`src/rtl/core/mibs_pkg.sv`:
```
// ----------------------------------------------------------------------------
// mibs_pkg
// shared constants and types for the one-bit icon blitter
// ----------------------------------------------------------------------------
`timescale 1ns / 1ps

package mibs_pkg;

  // default sizing
  localparam int DEF_MAX_DIM      = 64;
  localparam int DEF_BITMAP_BYTES = 512;

  // field widths
  localparam int DIM_BITS   = 7;
  localparam int SIZE_BITS  = 8;
  localparam int COORD_BITS = 16;
  localparam int CFG_BITS   = 16;
  localparam int IDX_BITS   = 3;

  // divider: quotient is below icon width, so seven quotient bits
  localparam int QW = DIM_BITS;
  localparam int NW = SIZE_BITS + DIM_BITS;

  // linear bitmap address before wrap: row * row_bytes + byte column
  localparam int LW = 12;

  // leftmost pixel of a bitmap byte
  localparam logic [7:0] LEFT_PIXEL = 8'h80;

  // register indexes
  localparam logic [IDX_BITS-1:0] REG_ICON_WIDTH  = 3'd0;
  localparam logic [IDX_BITS-1:0] REG_ICON_HEIGHT = 3'd1;
  localparam logic [IDX_BITS-1:0] REG_ROW_BYTES   = 3'd2;
  localparam logic [IDX_BITS-1:0] REG_DRAW_MODE   = 3'd3;
  localparam logic [IDX_BITS-1:0] REG_SCALE_SIZE  = 3'd4;
  localparam logic [IDX_BITS-1:0] REG_INVERT      = 3'd5;
  localparam logic [IDX_BITS-1:0] REG_ORIGIN_X    = 3'd6;
  localparam logic [IDX_BITS-1:0] REG_ORIGIN_Y    = 3'd7;

  // draw modes
  localparam logic [1:0] MODE_NATIVE = 2'd0;
  localparam logic [1:0] MODE_SCALED = 2'd1;
  localparam logic [1:0] MODE_FIT    = 2'd2;

  // commands
  localparam logic CMD_LOAD = 1'b0;
  localparam logic CMD_STEP = 1'b1;

  // sequencer states
  typedef enum logic [2:0] {
    ST_IDLE,
    ST_MUL,
    ST_DIV,
    ST_ADDR,
    ST_RED,
    ST_MEM,
    ST_RDAT
  } seq_state_t;

  // sequencer controls to the datapath
  typedef struct packed {
    logic take_item;
    logic calc_pos;
    logic div_start;
    logic take_div;
    logic calc_lin;
    logic calc_quo;
    logic mem_we;
    logic out_load;
  } seq_ctrl_t;

endpackage

```
`src/rtl/core/mibs_div.sv`:
```
// ----------------------------------------------------------------------------
// mibs_div
// dual restoring divider, one quotient bit per cycle for x and y together
// ----------------------------------------------------------------------------
`timescale 1ns / 1ps

module mibs_div import mibs_pkg::*; (
  input  logic                 clk,
  input  logic                 rst,
  input  logic                 start,
  input  logic [NW-1:0]        num_x,
  input  logic [NW-1:0]        num_y,
  input  logic [SIZE_BITS-1:0] den,
  output logic                 done,
  output logic [QW-1:0]        qx,
  output logic [QW-1:0]        qy
);

  localparam int CW = $clog2(QW);

  logic                 active;
  logic [CW-1:0]        cnt;
  logic [SIZE_BITS-1:0] rem_x;
  logic [SIZE_BITS-1:0] rem_y;
  logic [SIZE_BITS:0]   trial_x;
  logic [SIZE_BITS:0]   trial_y;
  logic                 ge_x;
  logic                 ge_y;
  logic [SIZE_BITS:0]   diff_x;
  logic [SIZE_BITS:0]   diff_y;

  // trial subtraction, dividend bits enter from the quotient register
  always_comb begin
    trial_x = {rem_x, qx[QW-1]};
    trial_y = {rem_y, qy[QW-1]};
    ge_x    = trial_x >= {1'b0, den};
    ge_y    = trial_y >= {1'b0, den};
    diff_x  = trial_x - {1'b0, den};
    diff_y  = trial_y - {1'b0, den};
  end

  // control
  always_ff @(posedge clk) begin
    if (rst) begin
      active <= 1'b0;
      done   <= 1'b0;
      cnt    <= '0;
    end else begin
      done <= 1'b0;
      if (start) begin
        active <= 1'b1;
        cnt    <= '0;
      end else if (active) begin
        cnt <= cnt + 1'b1;
        if (cnt == CW'(QW - 1)) begin
          active <= 1'b0;
          done   <= 1'b1;
        end
      end
    end
  end

  // remainder and quotient shift; high dividend bits start below den
  always_ff @(posedge clk) begin
    if (start) begin
      rem_x <= num_x[NW-1:QW];
      rem_y <= num_y[NW-1:QW];
      qx    <= num_x[QW-1:0];
      qy    <= num_y[QW-1:0];
    end else if (active) begin
      rem_x <= ge_x ? diff_x[SIZE_BITS-1:0] : trial_x[SIZE_BITS-1:0];
      rem_y <= ge_y ? diff_y[SIZE_BITS-1:0] : trial_y[SIZE_BITS-1:0];
      qx    <= {qx[QW-2:0], ge_x};
      qy    <= {qy[QW-2:0], ge_y};
    end
  end

endmodule

```
`config.mk`:
```
export PLATFORM = sky130hd
export DESIGN_NAME = mibs_div
export DESIGN_NICKNAME = d
export VERILOG_FILES = /design/src/rtl/core/mibs_pkg.sv /design/src/rtl/core/mibs_div.sv
export SDC_FILE = /design/constraint.sdc
export NUM_CORES = 1
export LEC_CHECK = 0
export BUFFER_PORTS_ARGS = -buffer_cell sky130_fd_sc_hd__buf_2
export CAP_MARGIN = 10
export CORE_MARGIN = 2
export CORE_UTILIZATION = 40
export CTS_BUF_LIST = sky130_fd_sc_hd__clkbuf_4 sky130_fd_sc_hd__clkbuf_8
export CTS_CLUSTER_SIZE = 40
export DETAILED_ROUTE_END_ITERATION = 10
export PLACE_DENSITY_LB_ADDON = 0.08
export SLEW_MARGIN = 25
export SYNTH_ARGS = -nofsm -noshare
export SYNTH_HDL_FRONTEND = slang
export SYNTH_SLANG_ARGS = --single-unit
```
`constraint.sdc`:
```
create_clock -name clk -period 4.26 [get_ports clk]
set_clock_uncertainty 0.15 [all_clocks]
set_input_delay 0.426 -clock clk [delete_from_list [all_inputs] [get_ports clk]]
set_output_delay 0.426 -clock clk [all_outputs]
set_load 0.01 [all_outputs]
```
==> results.sh <==
export IMPL_synthFlopType="edfxtp_1"
export IMPL_r2r_worst_path_cells=6
export IMPL_critPathLaunchType="flop"
export IMPL_rsz0062_at_grt="no"
export IMPL_drt_pre_antenna_iters=4
export IMPL_fin_crit_sh_pct=60.8
export IMPL_drv_cap=0
export IMPL_crit_path_end_kind="flop"
export IMPL_syn_cell_area_sq_um=2610
export IMPL_run_status="finished clean"
export IMPL_stdcell_area_sq_um=3050
export IMPL_yosysTopAreaCellShare_pct=34.5
export IMPL_hpwl_um=4470
export IMPL_clkLatencyLatePin_ns=0.30
export IMPL_hp_start="rst"
export IMPL_htree_levels=2
export IMPL_async_flop_share_pct=0
export IMPL_grt_usage_pct=17.5
export IMPL_yosysSeqAreaShare_pct=38.3
export IMPL_clk_path_buf_depth=2
export IMPL_antenna_left=0
export IMPL_yosys_area_top_type="edfxtp_1"
export IMPL_regToRegEndpoint="rem_y[2]$_DFFE_PP_"
export IMPL_period_minus_slack_ns=2.59
export IMPL_met3_usage_pct=4.57
export IMPL_place_gp_congestion=0.807
export IMPL_syn_instance_count=256
export IMPL_startpoint="rem_y[5]$_DFFE_PP_"
export IMPL_met2_usage_pct=27.8
export IMPL_dr_total_vias=2179
export IMPL_syn_avg_cell_area_sq_um=10.2
export IMPL_grt_busiest_layer="met2"
export IMPL_cts_hold_buf=0
export IMPL_synth_edff_count=30
export IMPL_leakage_nw=1.24
export IMPL_post_cts_buffers=0
export IMPL_initial_core_util_pct=41.1
export IMPL_io_buffers=55
export IMPL_powerDensity_nw_per_um2=427
export IMPL_grt_pass1_vias=2159
export IMPL_hp_class="in2reg"
export IMPL_grt_pass1_wl_um=10200
export IMPL_timing_rr_start="rem_y[5]$_DFFE_PP_"
export IMPL_root_buffer="clkbuf_8"
export IMPL_syn_to_final_growth_pct=16.6
export IMPL_cts_tree="built"
export IMPL_worstMarginPinSlew_ns=0.771
export IMPL_preCtsSetupSlack_ns=1.53
export IMPL_drtIter0Drc=124
export IMPL_r2r_slack_ns=1.67
export IMPL_core_area_sq_um=6350
export IMPL_num_rows=29
export IMPL_setup_slack_ns=1.67
export IMPL_path_class="reg2reg"
export IMPL_totalNegativeSetupSlack_ns=0
export IMPL_irDropWorstVdd_v=0.000172
export IMPL_gr_usage_met1_pct=23.9
export IMPL_cts_buffers=5
export IMPL_hold_ws_ns=0.196
export IMPL_final_layout_size_suffix_gt1_share_pct=31.1
export IMPL_max_slew_margin_rel_pct=48.6
export IMPL_yosys_warnings=0
export IMPL_dieArea_sq_um=7190
export IMPL_path_clk_slew_ns=0.08
export IMPL_cts_resized=0
export IMPL_antenna_cells=0
export IMPL_syn_num_nets=317
export IMPL_antenna_found_initial=0
export IMPL_wirelength_um=6070
export IMPL_total_power_w=0.00130
export IMPL_yosysMostFrequentCell="edfxtp_1"
export IMPL_vias_per_cell=5.65
export IMPL_synth_area_leaders="edfxtp_1, ha_1, mux2_2, dfxtp_1, inv_1"
export IMPL_place_area_sq_um=2930
export IMPL_ys_top_cells_by_count="edfxtp_1, inv_1, ha_1, nor2_1, mux2_2"
export IMPL_yosysUniqueCellTypes=63
export IMPL_crit_path_end="rem_y[2]$_DFFE_PP_"
export IMPL_grt_max_degree=40
export IMPL_cts_sinks=35
export IMPL_finalNetCount=369
export IMPL_wl_per_cell_um=15.7
export IMPL_grt_ovfl_total=0
export IMPL_crit_arrival_ns=2.49
export IMPL_die_w_um=84.8
export IMPL_num_io_pins=56
export IMPL_dieHeight_um=84.8
export IMPL_fmax_mhz=386
export IMPL_cp_max_fo=16
export IMPL_setup_viol=0
export IMPL_final_max_slew_violation_count=0
export IMPL_worst_ep_required_time_ns=4.16
export IMPL_drcViolationCount=0
export IMPL_synth_seq_cells=35
export IMPL_hold_viol=0
==> metrics by stage <==
stage / utilization (%) / instances
after floorplan: - / 256
after global placement: 46.1 / 378
after detailed placement: 46.1 / 378
after CTS: 48.0 / 386
after global routing: 48.0 / 386
final: 48.0 / 386
==> critical path: stages, from the launching register on <==
cell       delay, ns
edfxtp_1        0.42
ha_1            0.40
a21oi_1         0.18
nand2_1         0.16
a21oi_2         0.60
a2111oi_0       0.23
nand3b_1        0.20
==> metal layers <==
layer	vias up	wire length [um]	part of all wire, %
li1	1094	-	-
met2	57	2730	45
met3	7	338	5.6
met4	0	58	0.96
met1	1021	2950	49
met5	-	0	0
==> worst min-delay path by stage <==
stage                                    to  depth (start not counted)
after floorplan             done$_SDFF_PP0_                          2
after global placement      done$_SDFF_PP0_                          2
after detailed placement    done$_SDFF_PP0_                          2
after CTS                 active$_SDFF_PP0_                          2
after global routing      active$_SDFF_PP0_                          2
final                     active$_SDFF_PP0_                          2
==> cells by family after synthesis <==
family	after synthesis	synth area share, %
buffers and inverters	29	4.98
AOI/OAI and AO/OA	76	22.9
muxes	16	6.75
DFF	35	38.3
xor gates and xnor gates	4	1.34
adders and majority gates	20	10.2
and+or+nand+nor	76	15.5
==> report_power, final <==
| part | leakage, nW | internal, W | switching (W) | total, W |
|---|---|---|---|---|
| Clock | 0.0618 | 0.000193 | 0.000138 | 0.000331 |
| Combinational | 0.839 | 0.000222 | 0.000275 | 0.000497 |
| Sequential | 0.340 | 0.000440 | 0.0000323 | 0.000472 |
| Total | 1.24 | 0.000854 | 0.000446 | 0.00130 |
==> layout make-up <==
type                    instances  area [sq um]
fillers                       590          3300
repair buffers                 55           275
flip-flops and latches         35          1000
clock inverters                 2          38.8
well taps                      77          96.3
inverters                      19          71.3
clock buffers                   6          82.6
multi-input cells             192          1480
==> state kept, by name (all words and copies together), names as in the netlist <==
register  cells
rem_x         8
rem_y         8
qx            7
qy            7
cnt           3
active        1
done          1
==> cells in the final DEF (no fill, tap or decap), types with 4 or more instances in the layout <==
| cell | instances |
|---|---|
| a31oi_1 | 8 |
| clkbuf_8 | 6 |
| nor2b_1 | 8 |
| mux2_2 | 13 |
| dfxtp_1 | 5 |
| ha_1 | 18 |
| buf_2 | 55 |
| nand2b_1 | 6 |
| nand3_1 | 10 |
| a2111oi_0 | 4 |
| o211ai_1 | 6 |
| edfxtp_1 | 30 |
| a21oi_1 | 9 |
| o21ai_0 | 8 |
| o21a_1 | 4 |
| nor3_1 | 4 |
| nand2_1 | 11 |
| nor2_1 | 18 |
| inv_1 | 19 |
No activity file was read; power rests on OpenSTA's default activity.
